## src/hdl/acma_pkg.sv

```systemverilog
// Shared constants and the store control type for the multichannel moving-average block.
`timescale 1ns / 1ps

package acma_pkg;

  localparam int DEF_CHANNELS    = 8;
  localparam int DEF_TAPS        = 8;
  localparam int DEF_SAMPLE_BITS = 12;

  // Control from the sequencer to the store.
  typedef struct packed {
    logic rd_en;    // read old tap and channel sum, capture the incoming word
    logic wr_en;    // write back new tap and updated sum
    logic smp_lap;  // sample ring has been filled once: old tap is live
    logic sum_lap;  // every channel has taken a word: stored sum is live
  } store_ctl_t;

endpackage

```

## src/hdl/multichannel_adc_moving_average_top.sv

```systemverilog
// Top level of the round-robin multichannel boxcar moving average.
`timescale 1ns / 1ps

// Each accepted word is one converter sample for the current channel, which
// steps round-robin from 0 to CHANNELS-1 and wraps. The block keeps the last
// TAPS samples of every channel and returns, per word, the channel number and
// the floor of the mean of that channel's last TAPS samples; samples not yet
// taken count as zero, so the first averages ramp up from zero. Each accepted
// word holds off the next: the sample ring and the running-sum memory are read
// in the accept cycle and written back in the next, and in_stall stays high
// for that write-back cycle. Each result is written into the divide stage
// register in the write-back cycle and moves on, divided, into the output
// register, which drives out_valid; the output register lets the next word in
// while a result still waits, and in_stall rises further only when the divide
// stage is full behind a stalled output. No clearing pass is needed after
// reset: fill flags make untouched entries read as zero.
module multichannel_adc_moving_average_top #(
  parameter int CHANNELS    = acma_pkg::DEF_CHANNELS,
  parameter int TAPS        = acma_pkg::DEF_TAPS,
  parameter int SAMPLE_BITS = acma_pkg::DEF_SAMPLE_BITS,
  localparam int CW         = (CHANNELS > 1) ? $clog2(CHANNELS) : 1
) (
  input  logic                   clk,
  input  logic                   rst_n,
  input  logic                   in_valid,
  output logic                   in_stall,
  input  logic [SAMPLE_BITS-1:0] in_sample,
  output logic                   out_valid,
  input  logic                   out_stall,
  output logic [CW-1:0]          out_channel,
  output logic [SAMPLE_BITS-1:0] out_filtered
);
  import acma_pkg::*;

  localparam int DEPTH = CHANNELS * TAPS;
  localparam int AW    = (DEPTH > 1) ? $clog2(DEPTH) : 1;
  localparam int SUM_W = SAMPLE_BITS + $clog2(TAPS);
  localparam logic [CW-1:0] CH_LAST   = CW'(CHANNELS - 1);
  localparam logic [AW-1:0] ADDR_LAST = AW'(DEPTH - 1);

  // Ring slots are laid out as position * CHANNELS + channel, so the write
  // address just counts through the whole memory word by word.
  logic [CW-1:0] ch_r, ch_nxt;
  logic [AW-1:0] addr_r, addr_nxt;
  logic          smp_lap_r, smp_lap_nxt;
  logic          sum_lap_r, sum_lap_nxt;
  logic          s1_v_r;
  logic          accept;
  logic          div_busy;

  store_ctl_t       ctl;
  logic [SUM_W-1:0] sum_new;
  logic [CW-1:0]    ch_s1;

  // Hold off during reset, during write-back and while the divide stage is stuck.
  assign in_stall = ~rst_n | s1_v_r | div_busy;
  assign accept   = in_valid & ~in_stall;

  always_comb begin
    ch_nxt      = ch_r;
    addr_nxt    = addr_r;
    smp_lap_nxt = smp_lap_r;
    sum_lap_nxt = sum_lap_r;
    if (accept) begin
      // Advance channel and slot; mark a lap once the last one is used.
      ch_nxt   = (ch_r == CH_LAST) ? '0 : ch_r + 1'b1;
      addr_nxt = (addr_r == ADDR_LAST) ? '0 : addr_r + 1'b1;
      if (ch_r == CH_LAST) begin
        sum_lap_nxt = 1'b1;
      end
      if (addr_r == ADDR_LAST) begin
        smp_lap_nxt = 1'b1;
      end
    end
  end

  always_ff @(posedge clk) begin
    if (!rst_n) begin
      ch_r      <= '0;
      addr_r    <= '0;
      smp_lap_r <= 1'b0;
      sum_lap_r <= 1'b0;
      s1_v_r    <= 1'b0;
    end else begin
      ch_r      <= ch_nxt;
      addr_r    <= addr_nxt;
      smp_lap_r <= smp_lap_nxt;
      sum_lap_r <= sum_lap_nxt;
      s1_v_r    <= accept;
    end
  end

  always_comb begin
    ctl.rd_en   = accept;
    ctl.wr_en   = s1_v_r;
    ctl.smp_lap = smp_lap_r;
    ctl.sum_lap = sum_lap_r;
  end

  acma_store #(
    .CHANNELS    (CHANNELS),
    .TAPS        (TAPS),
    .SAMPLE_BITS (SAMPLE_BITS)
  ) u_store (
    .clk     (clk),
    .ctl     (ctl),
    .addr    (addr_r),
    .ch      (ch_r),
    .sample  (in_sample),
    .sum_new (sum_new),
    .ch_out  (ch_s1)
  );

  // The updated sum goes to the divider in the write-back cycle.
  acma_div #(
    .CHANNELS    (CHANNELS),
    .TAPS        (TAPS),
    .SAMPLE_BITS (SAMPLE_BITS)
  ) u_div (
    .clk          (clk),
    .rst_n        (rst_n),
    .load         (s1_v_r),
    .sum_in       (sum_new),
    .ch_in        (ch_s1),
    .busy         (div_busy),
    .out_valid    (out_valid),
    .out_stall    (out_stall),
    .out_channel  (out_channel),
    .out_filtered (out_filtered)
  );

endmodule

```

## src/hdl/acma_store.sv

```systemverilog
// Sample ring memory and per-channel running-sum memory with read-modify-write update.
`timescale 1ns / 1ps

module acma_store #(
  parameter int CHANNELS    = acma_pkg::DEF_CHANNELS,
  parameter int TAPS        = acma_pkg::DEF_TAPS,
  parameter int SAMPLE_BITS = acma_pkg::DEF_SAMPLE_BITS,
  localparam int DEPTH      = CHANNELS * TAPS,
  localparam int AW         = (DEPTH > 1) ? $clog2(DEPTH) : 1,
  localparam int CW         = (CHANNELS > 1) ? $clog2(CHANNELS) : 1,
  localparam int SUM_W      = SAMPLE_BITS + $clog2(TAPS)
) (
  input  logic                   clk,
  input  acma_pkg::store_ctl_t   ctl,
  input  logic [AW-1:0]          addr,
  input  logic [CW-1:0]          ch,
  input  logic [SAMPLE_BITS-1:0] sample,
  output logic [SUM_W-1:0]       sum_new,
  output logic [CW-1:0]          ch_out
);
  import acma_pkg::*;

  logic [SAMPLE_BITS-1:0] smp_mem [DEPTH];
  logic [SUM_W-1:0]       sum_mem [CHANNELS];

  logic [SAMPLE_BITS-1:0] old_rd_r;
  logic [SUM_W-1:0]       sum_rd_r;
  logic                   old_ok_r;
  logic                   sum_ok_r;
  logic [AW-1:0]          addr_r;
  logic [CW-1:0]          ch_r;
  logic [SAMPLE_BITS-1:0] smp_r;

  logic [SUM_W-1:0] old_eff;
  logic [SUM_W-1:0] sum_eff;

  // Registered reads of both memories.
  always_ff @(posedge clk) begin
    if (ctl.rd_en) begin
      old_rd_r <= smp_mem[addr];
      sum_rd_r <= sum_mem[ch];
    end
  end

  // Write back.
  always_ff @(posedge clk) begin
    if (ctl.wr_en) begin
      smp_mem[addr_r] <= smp_r;
      sum_mem[ch_r]   <= sum_new;
    end
  end

  // Hold the word and its location for the write-back cycle.
  always_ff @(posedge clk) begin
    if (ctl.rd_en) begin
      old_ok_r <= ctl.smp_lap;
      sum_ok_r <= ctl.sum_lap;
      addr_r   <= addr;
      ch_r     <= ch;
      smp_r    <= sample;
    end
  end

  // Entries not yet written read as zero.
  assign old_eff = old_ok_r ? {{(SUM_W-SAMPLE_BITS){1'b0}}, old_rd_r} : '0;
  assign sum_eff = sum_ok_r ? sum_rd_r : '0;

  // Drop the oldest tap, add the newest; the result always fits SUM_W bits.
  assign sum_new = sum_eff - old_eff + {{(SUM_W-SAMPLE_BITS){1'b0}}, smp_r};
  assign ch_out  = ch_r;

endmodule

```

## src/hdl/acma_div.sv

```systemverilog
// Divide-by-taps stage and output register.
`timescale 1ns / 1ps

module acma_div #(
  parameter int CHANNELS    = acma_pkg::DEF_CHANNELS,
  parameter int TAPS        = acma_pkg::DEF_TAPS,
  parameter int SAMPLE_BITS = acma_pkg::DEF_SAMPLE_BITS,
  localparam int CW         = (CHANNELS > 1) ? $clog2(CHANNELS) : 1,
  localparam int SUM_W      = SAMPLE_BITS + $clog2(TAPS)
) (
  input  logic                   clk,
  input  logic                   rst_n,
  input  logic                   load,
  input  logic [SUM_W-1:0]       sum_in,
  input  logic [CW-1:0]          ch_in,
  output logic                   busy,
  output logic                   out_valid,
  input  logic                   out_stall,
  output logic [CW-1:0]          out_channel,
  output logic [SAMPLE_BITS-1:0] out_filtered
);
  // Reciprocal multiply: exact floor for every SUM_W-bit numerator.
  localparam int SHIFT            = SUM_W + $clog2(TAPS);
  localparam int MW               = SUM_W + 2;
  localparam int PW               = SUM_W + MW;
  localparam longint unsigned MUL = ((64'd1 << SHIFT) + TAPS - 1) / TAPS;
  localparam logic [MW-1:0] MUL_C = MUL[MW-1:0];

  logic             s2_v_r, s2_v_nxt;
  logic [SUM_W-1:0] s2_sum_r;
  logic [CW-1:0]    s2_ch_r;
  logic             out_v_r, out_v_nxt;
  logic             move;
  logic [PW-1:0]    prod;

  assign move      = ~out_v_r | ~out_stall;
  assign busy      = s2_v_r & ~move;
  assign s2_v_nxt  = load | (s2_v_r & ~move);
  assign out_v_nxt = s2_v_r | (out_v_r & out_stall);
  assign prod      = {{MW{1'b0}}, s2_sum_r} * {{SUM_W{1'b0}}, MUL_C};

  always_ff @(posedge clk) begin
    if (!rst_n) begin
      s2_v_r  <= 1'b0;
      out_v_r <= 1'b0;
    end else begin
      s2_v_r  <= s2_v_nxt;
      out_v_r <= out_v_nxt;
    end
  end

  always_ff @(posedge clk) begin
    if (load) begin
      s2_sum_r <= sum_in;
      s2_ch_r  <= ch_in;
    end
  end

  always_ff @(posedge clk) begin
    if (s2_v_r && move) begin
      out_channel  <= s2_ch_r;
      out_filtered <= prod[SHIFT +: SAMPLE_BITS];
    end
  end

  assign out_valid = out_v_r;

endmodule

```

## config.mk

```make
export PLATFORM = sky130hd
export DESIGN_NAME = multichannel_adc_moving_average_top
export DESIGN_NICKNAME = d
export VERILOG_FILES = /design/src/hdl/acma_pkg.sv /design/src/hdl/multichannel_adc_moving_average_top.sv /design/src/hdl/acma_store.sv /design/src/hdl/acma_div.sv
export SDC_FILE = /design/constraint.sdc
export NUM_CORES = 1
export LEC_CHECK = 0
export BUFFER_PORTS_ARGS = -buffer_cell sky130_fd_sc_hd__buf_2
export CORE_AREA = 5 5 298 300
export DETAILED_ROUTE_END_ITERATION = 8
export DIE_AREA = 0 0 303 305
export PLACE_DENSITY_LB_ADDON = 0.3
export SLEW_MARGIN = 20
export SYNTH_ARGS = -nofsm -noshare
export SYNTH_HDL_FRONTEND = slang
export SYNTH_SLANG_ARGS = --single-unit
```

## constraint.sdc

```tcl
create_clock -name clk -period 3.56 [get_ports clk]
set_clock_uncertainty 0.05 [all_clocks]
set_input_delay 0.356 -clock clk [delete_from_list [all_inputs] [get_ports clk]]
set_output_delay 0.356 -clock clk [all_outputs]
set_load 0.01 [all_outputs]
```

# After elaboration in Yosys (flattened, before gate mapping)
# Memories as Yosys holds them, arrays and structs flattened. A register that Yosys moved wholly into a read port is not among the register bits.
# Cells that the tools add are included.
[word_totals]
regBits = 70
ramBits = 888
inputBits = 16
output_inout_bits = 17
wordCells = 46
n_memories = 2
[memory_table]
columns = ["memory", "depth", "width", "read_ports", "rd_clocked_by_memory_dff", "write_ports", "line", "source"]
rows = [
  ["u_store.smp_mem", 64, 12, 1, 1, 1, "acma_store.sv:23", "logic [SAMPLE_BITS-1:0] smp_mem [DEPTH];"],
  ["u_store.sum_mem", 8, 15, 1, 1, 1, "acma_store.sv:24", "logic [SUM_W-1:0] sum_mem [CHANNELS];"],
]
[op_classes]
addsub = 4
eq_ne = 2
mux = 6
bitwise_logic = 13
reduce_logical = 3
[op_table]
columns = ["op", "n"]
rows = [
  ["$add 15x12->15", 1],
  ["$mux 15", 1],
  ["$sub 15x15->15", 1],
  ["$mux 12", 1],
  ["$add 6x1->6 const B", 1],
  ["$eq 6x6->1 const B", 1],
  ["$mux 6", 1],
  ["$not 1->1", 5],
  ["$or 1x1->1", 5],
  ["$reduce_and 2->1", 2],
  ["$add 3x1->3 const B", 1],
  ["$and 1x1->1", 3],
  ["$eq 3x3->1 const B", 1],
  ["$mux 3", 1],
  ["$mux 1", 2],
  ["$logic_and 1x1->1", 1],
]

# Logic depth before layout (Yosys ltp)
# Gate-level depths: netlist of run 1.
[depth]
word_depth = 8
ltp_mapped = 11
mapped_depth_nobuf = 11

# Modules after synthesis
# From an unflattened synthesis of run 1, not the netlist that was laid out.
[hier_totals]
cells_unflattened = 1822
hier_area_um2 = 38380.6
[modules_own_cells]
columns = ["mod", "n_inst", "cells_each", "area_per_inst_um2"]
rows = [
  ["acma_store", 1, 1727, 36899.1],
  ["acma_div", 1, 37, 978.4],
  ["multichannel_adc_moving_average_top", 1, 58, 503.0],
]

# Least setup slack after synthesis of run 1
# OpenSTA, ideal clock, no wires.
[synth_path]
kind = "register -> register"
startpoint = "register u_store.smp_r[2]"
endpoint = "register u_div.s2_sum_r[14] (data pin)"
t_arrival_ns = 3.325
required_time_ns = 3.225
slack_ns = -0.100
stages_incl_launch_ff = 10
path_buffers = 0
synth_period_minus_slack_ns = 3.660
path_cell_list = "edfxtp_1 inv_1 fa_1 inv_1 ha_1 nor2b_1 o31a_1 o21ai_1 a211oi_1 a211oi_1"
[synth_via]
elab_chain_len = 1
[synth_lines]
columns = ["item", "line", "source"]
rows = [
  ["start: declaration", "acma_store.sv:32", "logic [SAMPLE_BITS-1:0] smp_r;"],
  ["start signal: assignment", "acma_store.sv:60", "smp_r <= sample;"],
  ["$add 15x12->15", "acma_store.sv:69", "assign sum_new = sum_eff - old_eff + {{(SUM_W-SAMPLE_BITS){1'b0}}, smp_r};"],
  ["via sum_new[14]", "multichannel_adc_moving_average_top.sv:52", "logic [SUM_W-1:0] sum_new;"],
  ["end signal: assignment", "acma_div.sv:54", "s2_sum_r <= sum_in;"],
  ["end: declaration", "acma_div.sv:30", "logic [SUM_W-1:0] s2_sum_r;"],
]
# The timed path passes the listed nets, and every way through them passes these cells.
# A chain may end at the register's enable or synchronous reset.

# Worst setup path in the final report of run 1
[layout_path]
startpoint = "register u_store.old_ok_r"
endpoint = "memory u_store.sum_mem[2][9] (netlist bit) (data pin)"
[layout_via]
elab_chain_len = 3
[layout_lines]
columns = ["item", "line", "source"]
rows = [
  ["start: declaration", "acma_store.sv:28", "logic old_ok_r;"],
  ["start signal: assignment", "acma_store.sv:56", "old_ok_r <= ctl.smp_lap;"],
  ["$mux 12", "acma_store.sv:65", "assign old_eff = old_ok_r ? {{(SUM_W-SAMPLE_BITS){1'b0}}, old_rd_r} : '0;"],
  ["$sub 15x15->15", "acma_store.sv:69", ""],
  ["$add 15x12->15", "acma_store.sv:69", ""],
  ["via sum_new[9]", "multichannel_adc_moving_average_top.sv:52", ""],
  ["end: declaration", "acma_store.sv:24", ""],
]
# The timed path passes the listed nets, and every way through them passes these cells.

==> out/metrics.csv, run 1 <==
metric,value,unit
status,"complete, no violations",
grt_pass1_wl,124,mm
ys_top_cells_by_count,"edfxtp_1, mux4_2, nor2_1, nand2_1",
numCtsBuffers,97,
setup.worst_path.end_class,register,
crit_buf_inv,1,
crit_cells,9,
gp_congestion,0.818,
die_h,305,um
hp-class,in -> reg,
critical-path-max-stage-delay,0.54,ns
finalCriticalPeriod,3.26,ns
die-area,0.0924,mm^2
synth_enable_flop_cells,968,
peakVddDrop,452,uV
dp.cells,3091,
clock_latency,0.66,ns
r2r_start,u_store.old_ok_r,
yosys.area.top_type_share,75.9,%
antenna_found_initial,2,
clkSinkCount,982,
synth_area_leaders,"edfxtp_1, mux4_2, mux2i_1",
tns,0,ns
wl,83.0,mm
final_cells,3288,
drt-vias-per-instance,5.64,
ios,33,
synth_cell_types,54,
cp-endpoint,u_store.sum_mem[2][9],
drive_above_1_share,24.8,%
final_hold_viol_count,0,
portBuffers,32,
first_iter_violations,1716,
preCtsSetupSlack,0.234,ns
yosysMostFrequentCell,edfxtp_1,
synthCells,1884,
setup_ws,0.303,ns
dr.pass1.iters,5,
worst_pin_slew,1.07,ns
rows,108,
synth_fp_nets,1930,
grt.total_usage,18.0,%
multi_input_area,0.00836,mm^2
ys_seq_area_share,76.6,%
ant_nets,0,
fmax,0.307,GHz
holdWs,0.189,ns
synth_async_sr_flop_share,0,%
r2r_end,u_store.sum_mem[2][9],
path_max_fanout,12,
grt_max_degree,65,
cts_tree,done,
avgSynthCellArea,20.3,um^2
vias,18539,
cts_setup_buffers,0,
start_util,44.6,%
path_class,reg -> reg,
crit_path_start_kind,register,
fillers,6841,
htreeDepth,3,
p_leak,13.8,nW
synth_largest_area_cell,edfxtp_1,
rsz0062_at_grt,no,
yosysWarnings,0,
die_x,303,um
layout.nets,2095,
cpMaxStageDelayCell,fa_1,
wire_per_inst,25.2,um
dpl.hpwl,49.9,mm
final-seq-area,0.0294,mm^2
cp_top_family,compound AO/OA/AOI/OAI gates,
grt-ovfl-total,0,
stdcell_area,0.0439,mm^2
finalPower,24.6,mW
yosys_register_bits,982,
clk_path_buf_depth,3,
ys.flop_type,edfxtp_1,
rrSetupSlack,0.30,ns
slew_headroom,28.4,%
critPathLaunch,u_store.old_ok_r,
powerDensity,561,mW/mm^2
first_global_vias,18891,
core_area,0.0859,mm^2
cts_root_buf,clkbuf_16,
drc,0,
crit_chain,"and2_1, fa_1, inv_1, ha_1, a21oi_1, o2111ai_1, a31o_2, a21oi_1, xnor2_1",
syn_to_final_growth,14.5,%
final_util,51.0,%
slew_viol_final,0,
cp_common_cell,a21oi_1,
rr_worst_depth,9,
placed_area,0.0405,mm^2
maxCapViolCount,0,
finalCritPeriodShare,91.5,%
clk_pin_slew,0.06,ns
final-setup-viol-count,0,
syn_area,0.0383,mm^2
critPathArrivalTime,3.56,ns
crit_required,3.86,ns
==> per-layer routing <==
metal / vias up / global-route usage (%) / wire length [um]
li1: 8034 / - / -
met1: 9787 / 26.5 / 36400
met2: 595 / 28.5 / 39900
met3: 119 / 2.99 / 5070
met4: 4 / 4.32 / 1660
met5: - / 0 / 26
==> placed cells by master, fill, tap and decap left out, drive strengths merged, types with 14 or more instances in the layout <==
master       synthesis  routed
inv                 43      48
nor2                79      79
o21ai               20      20
nor3                41      41
nand2               77      77
mux2i               60      60
mux2                15      15
ha                  18      18
and2                18      18
buf                 42     150
clkbuf              56     114
dlygate4sd3          0      14
edfxtp             968     968
mux4               198     198
a22oi               60      60
dfxtp               14      14
clkinv               0      45
==> registers in the layout (all words and copies together), names as in the netlist, 6 cells and up <==
register            flops
u_store.sum_rd_r       15
addr_r                  6
u_store.smp_r          12
u_store.old_rd_r       12
u_div.out_filtered     12
u_store.sum_mem       120
u_store.smp_mem       768
u_store.addr_r          6
u_div.s2_sum_r         12
==> layout make-up <==
cell class	instances	share of cell area [%]
Antenna cell	1	0.00570
Inverter	43	0.368
Multi-Input combinational cell	761	19.1
Tap cell	1155	3.29
Clock buffer	114	5.78
Sequential cell	982	66.9
Timing Repair Buffer	164	2.99
Clock inverter	68	1.59
==> worst min-delay path: stages <==
cell,delay [ns]
buf_2,0.10
nand3_1,0.28
o31ai_1,0.10
==> report_power, final <==
| part | switching, mW | internal (mW) |
|---|---|---|
| registers | 0.0665 | 12.9 |
| clock network | 4.28 | 5.99 |
| logic | 0.827 | 0.557 |
==> repair_timing <==
item / in CTS / in global routing
setup endpoints to repair: 0 / 27
hold buffers: 14 / 0
gates resized for setup: 0 / 3
hold endpoints to repair: 15 / 0
==> worst min-delay path by stage <==
stage                             from                     end  slack, ns  cells past startpoint
floorplan             u_div.s2_ch_r[0]    u_div.out_channel[0]       0.35                      0
global placement    u_div.s2_sum_r[12]   u_div.out_filtered[9]       0.36                      0
detailed placement  u_div.s2_sum_r[13]  u_div.out_filtered[10]       0.35                      0
CTS                           in_valid                 ch_r[0]       0.13                      3
global route                  in_valid                 ch_r[0]       0.23                      3
finish                        in_valid                 ch_r[0]       0.19                      3
==> cell families (layout without fill, tap and decap cells) <==
group,count (synthesis),count (layout),share of synthesized area (%)
compound gates,163,163,3.04
flops,982,982,76.6
fa+ha+maj,30,30,1.21
simple gates,279,279,3.40
mux,273,273,13.6
buf+inv,141,389,1.71
xor+xnor,16,16,0.366
other cells,0,1,0
Power figures use the tool's default switching activity.
==> run 2, diff against run 1 <==
--- a/config.mk
+++ b/config.mk
@@ -5,6 +5,7 @@
 export SDC_FILE = /design/constraint.sdc
 export NUM_CORES = 1
 export LEC_CHECK = 0
+export ABC_CLOCK_PERIOD_IN_PS = 3900
 export BUFFER_PORTS_ARGS = -buffer_cell sky130_fd_sc_hd__buf_2
 export CORE_AREA = 5 5 298 300
 export DETAILED_ROUTE_END_ITERATION = 8
==> constraint.sdc (replaced) <==
create_clock -name clk -period 3.9 [get_ports clk]
set_clock_uncertainty 0.05 [all_clocks]
set_input_delay 0.39 -clock clk [delete_from_list [all_inputs] [get_ports clk]]
set_output_delay 0.39 -clock clk [all_outputs]
set_load 0.01 [all_outputs]
==> run 2 against run 1 <==
Critical path type unchanged; via count increased by 0.57%; count of clock-buffer cells in the layout is 8 higher; design area shrank 0.82%; sequential share of layout area is 0.56 points higher; register-to-register slack improved by 0.20 ns; critical path depth down 1; sequential cell count did not move; maximum frequency down 4.1%; total power shrank 11%; first-iteration DRC count down 1.4%; combinational power fell by 12%; cell count fell by 0.55%.
==> out/metrics.csv, run 2 (same netlist as run 1, synthesis figures left out) <==
metric,value,unit
die_x,303,um
top_register,u_store.smp_mem,
core_area,0.0859,mm^2
syn_to_final_growth,13.6,%
r2r_end,u_store.sum_mem[4][12],
layout.nets,2087,
rrSetupSlack,0.50,ns
dpl.hpwl,48.7,mm
slew_headroom,27.0,%
min_path_cells,2,
finalCritPeriodShare,87.1,%
wire_per_inst,25.3,um
finalCriticalPeriod,3.40,ns
finalPower,21.9,mW
stdcell_area,0.0435,mm^2
drt-vias-per-instance,5.70,
clkSinkCount,982,
antenna_found_initial,0,
placed_area,0.0404,mm^2
r2r_start,u_store.sum_ok_r,
rr_worst_depth,8,
status,"complete, no violations",
grt_pass1_wl,124,mm
antenna_cells,0,
worst_pin_slew,1.09,ns
rsz0062_at_grt,no,
crit_required,4.30,ns
preCtsSetupSlack,0.575,ns
start_util,44.6,%
maxCapViolCount,0,
vias,18645,
dr.pass1.iters,5,
reg_top3,"u_store.smp_mem (768), u_store.sum_mem (120), u_store.sum_rd_r (15)",
clk_pin_slew,0.06,ns
mostFrequentLayoutCell,edfxtp_1,
layout_common_cells,"edfxtp_1, mux4_2, buf_4",
clock_latency,0.64,ns
gp_congestion,0.814,
setup_ws,0.502,ns
fmax,0.294,GHz
grt.total_usage,18.0,%
worstHoldStart,rst_n,
cts_tree,done,
ant_nets,0,
wl,82.7,mm
whs_endpoint,smp_lap_r,
path_class,reg -> reg,
p_leak,13.6,nW
drive_above_1_share,23.9,%
cts-resized-gates,0,
crit_path_start_kind,register,
portBuffers,32,
slew_viol_final,0,
tns,0,ns
final_hold_viol_count,0,
powerDensity,503,mW/mm^2
ios,33,
rows,108,
grt-ovfl-total,0,
grt_max_degree,65,
critPathArrivalTime,3.80,ns
hp-class,in -> reg,
htreeDepth,3,
peakVddDrop,498,uV
largest_reg_flops,768,
first_iter_violations,1692,
cts_setup_buffers,0,
die_h,305,um
setup.worst_path.end_class,register,
fillers,6824,
numCtsBuffers,96,
cts_root_buf,clkbuf_16,
die-area,0.0924,mm^2
first_global_vias,18994,
path_max_fanout,15,
final-setup-viol-count,0,
clk_path_buf_depth,3,
drc,0,
-- run 2: how the worst max path moves through the flow --
stage / from / to / slack (ns) / cells past startpoint
after floorplan: u_store.smp_r[2] / u_div.s2_sum_r[14] / 0.24 / 9
after global placement: u_store.sum_ok_r / u_store.sum_mem[2][13] / 0.59 / 9
after detailed placement: u_store.sum_ok_r / u_store.sum_mem[0][7] / 0.57 / 8
after CTS: u_store.sum_ok_r / u_div.s2_sum_r[13] / 0.56 / 9
after global routing: u_store.sum_ok_r / u_div.s2_sum_r[13] / 0.18 / 9
final: u_store.sum_ok_r / u_store.sum_mem[4][12] / 0.50 / 8
-- run 2: power by group --
| group | internal, mW | switching [mW] | total [mW] | leakage, nW |
|---|---|---|---|---|
| registers | 11.8 | 0.0725 | 11.8 | 8.85 |
| clock network | 5.04 | 3.76 | 8.80 | 1.47 |
| logic | 0.495 | 0.727 | 1.22 | 3.32 |
-- run 2: stage by stage --
step | utilization (%) | std cells | hold slack [ns]
global placement | 47.0 | 3085 | 0.355
detailed placement | 47.0 | 3085 | 0.355
global route | 50.6 | 3270 | 0.0801
CTS | 50.6 | 3270 | 0.0478
floorplan | - | 1884 | 0.350
finish | 50.6 | 3270 | 0.0896
-- run 2: what timing repair did --
action                     CTS  global route
setup endpoints to repair    0             0
hold buffers                13             0
hold endpoints to repair    13             0
-- run 2: cell type report --
cell class	count	area (um^2)	area share, %
sequential	982	29400	67.5
multi-input combinational	761	8340	19.2
clock buffer	122	2610	5.99
tap	1155	1450	3.32
timing repair buffer	157	1220	2.80
clock inverter	50	379	0.871
inverter	43	161	0.371
-- run 2: routing by layer --
layer,GRT usage [%],wire length (um)
met1,26.5,36300
met3,3.00,4660
met5,0,0
met2,28.5,39900
met4,4.26,1820
-- run 2: worst max-delay path, cell delays in order (launching register included) --
cell and delay [ns]:
edfxtp_1 0.65, nand2_1 0.14, fa_1 0.52, fa_1 0.43, nor2b_1 0.17, o31a_1 0.22
o21ai_1 0.15, a2111oi_0 0.55, a211o_1 0.31
==> run 3, diff against run 2 <==
--- a/config.mk
+++ b/config.mk
@@ -5,11 +5,11 @@
 export SDC_FILE = /design/constraint.sdc
 export NUM_CORES = 1
 export LEC_CHECK = 0
-export ABC_CLOCK_PERIOD_IN_PS = 3900
+export ABC_CLOCK_PERIOD_IN_PS = 4100
 export BUFFER_PORTS_ARGS = -buffer_cell sky130_fd_sc_hd__buf_2
-export CORE_AREA = 5 5 298 300
+export CORE_AREA = 5 5 295 297
 export DETAILED_ROUTE_END_ITERATION = 8
-export DIE_AREA = 0 0 303 305
+export DIE_AREA = 0 0 300 302
 export PLACE_DENSITY_LB_ADDON = 0.3
 export SLEW_MARGIN = 20
 export SYNTH_ARGS = -nofsm -noshare
==> constraint.sdc (replaced) <==
create_clock -name clk -period 4.1 [get_ports clk]
set_clock_uncertainty 0.05 [all_clocks]
set_input_delay 0.41 -clock clk [delete_from_list [all_inputs] [get_ports clk]]
set_output_delay 0.41 -clock clk [all_outputs]
set_load 0.01 [all_outputs]
==> run 3 against run 2 <==
Sequential cell count is the same; highest routed layer unchanged; routed wire length shrank 1.2%; combinational power shrank 5%.
==> out/metrics.csv, run 3 (same netlist as run 1, synthesis figures left out) <==
metric,value,unit
numCtsBuffers,94,
rows,107,
first_global_vias,18863,
drive_above_1_share,23.9,%
grt_pass1_wl,123,mm
holdWs,0.123,ns
vias,18310,
die_x,300,um
final_hold_viol_count,0,
wire_per_inst,25.5,um
htreeDepth,3,
maxCapViolCount,0,
finalPower,20.9,mW
layout.nets,2077,
tns,0,ns
cts-resized-gates,0,
powerDensity,482,mW/mm^2
drt-vias-per-instance,5.72,
syn_to_final_growth,13.3,%
p_leak,13.6,nW
worst_pin_slew,1.10,ns
clk_pin_slew,0.06,ns
ant_nets,0,
slew_headroom,26.5,%
status,"complete, no violations",
path_max_fanout,12,
clock_latency,0.66,ns
rrSetupSlack,0.79,ns
largest_reg_flops,768,
layout_common_cells,"edfxtp_1, mux4_2, buf_4",
gp_congestion,0.845,
grt-ovfl-total,0,
mostFrequentLayoutCell,edfxtp_1,
r2r_start,u_store.old_ok_r,
cts_tree,done,
hp-class,in -> reg,
die_h,302,um
slew_viol_final,0,
die-area,0.0906,mm^2
dr.pass1.iters,5,
fmax,0.302,GHz
path_class,reg -> reg,
final_util,51.4,%
rsz0062_at_grt,no,
ios,33,
antenna_found_initial,1,
dpl.hpwl,48.8,mm
peakVddDrop,371,uV
cts_root_buf,clkbuf_16,
portBuffers,32,
top_register,u_store.smp_mem,
first_iter_violations,1675,
reg_top3,"u_store.smp_mem (768), u_store.sum_mem (120), u_store.sum_rd_r (15)",
drc,0,
crit_required,4.41,ns
crit_chain,"and2_1, ha_1, inv_1, ha_1, inv_1, fa_1, nor2b_1, o31a_1, o21ai_1, a21o_1, xnor2_1",
grt.total_usage,18.2,%
cpMaxStageDelayCell,edfxtp_1,
min_path_cells,2,
clkSinkCount,982,
cp-endpoint,u_store.sum_mem[3][10],
final-setup-viol-count,0,
core_area,0.0843,mm^2
start_util,45.4,%
grt_max_degree,65,
critPathArrivalTime,3.63,ns
r2r_end,u_store.sum_mem[3][10],
setup.worst_path.end_class,register,
critPathLaunch,u_store.old_ok_r,
finalCriticalPeriod,3.31,ns
crit_path_start_kind,register,
clk_path_buf_depth,3,
finalCritPeriodShare,80.9,%
wl,81.7,mm
rr_worst_depth,11,
critical-path-max-stage-delay,0.50,ns
antenna_cells,0,
## run 3: cell count changes in the layout (fill, tap and decap cells not counted), sizes merged
cell      previous run  this run
buf                144       136
clkinvlp             3         2
bufinv               5         8
clkbuf             122       121
inv                 47        49
## run 3: metrics by stage
step | setup WS, ns | cells | instance area [um^2]
2_1_floorplan | 0.440 | 1884 | 38300
3_3_place_gp | 0.905 | 3012 | 40300
3_5_place_dp | 0.821 | 3012 | 40300
4_1_cts | 0.801 | 3200 | 43400
5_1_grt | 0.455 | 3200 | 43400
6_report | 0.785 | 3200 | 43400
## run 3: worst min path at each step
stage	slack, ns	endpoint	from
2_1_floorplan	0.35	u_div.out_channel[0]	u_div.s2_ch_r[0]
3_3_place_gp	0.36	u_div.out_filtered[9]	u_div.s2_sum_r[12]
3_5_place_dp	0.35	u_div.out_filtered[11]	u_div.s2_sum_r[14]
4_1_cts	0.07	smp_lap_r	rst_n
5_1_grt	0.11	smp_lap_r	rst_n
6_report	0.12	smp_lap_r	rst_n
## run 3: area by class of cell
type | count | area, um^2
Sequential cell | 982 | 29400
Clock buffer | 121 | 2520
Tap cell | 1090 | 1360
Fill cell | 6569 | 41000
Clock inverter | 54 | 483
Inverter | 43 | 161
Multi-Input combinational cell | 761 | 8340
Timing Repair Buffer | 149 | 1160
## run 3: power by group
part	switching (mW)	total (mW)	leakage, nW	internal [mW]
Clock	3.62	8.48	1.49	4.86
Sequential	0.0670	11.3	8.85	11.2
Combinational	0.694	1.16	3.28	0.465
## run 3: critical path, delay by kind of cell (launching register included)
family          cells  cell delay, ns
fa+ha+maj           3            0.89
flops               1            0.50
buf+inv             2            0.13
compound gates      3            0.63
simple gates        2            0.36
xor+xnor            1            0.49
## run 3: metal layers
| metal | vias up | wire [um] | GRT usage [%] |
|---|---|---|---|
| met5 | - | 0 | 0 |
| met4 | 0 | 1860 | 4.57 |
| met3 | 123 | 4860 | 3.09 |
| met2 | 562 | 39300 | 29.0 |
| met1 | 9623 | 35700 | 26.7 |
| li1 | 8002 | - | - |
## run 3: what timing repair did
| item | CTS | global route |
|---|---|---|
| buffers inserted | 0 | 0 |
| endpoints found under the hold margin | 13 | 0 |
| hold buffers | 13 | 0 |
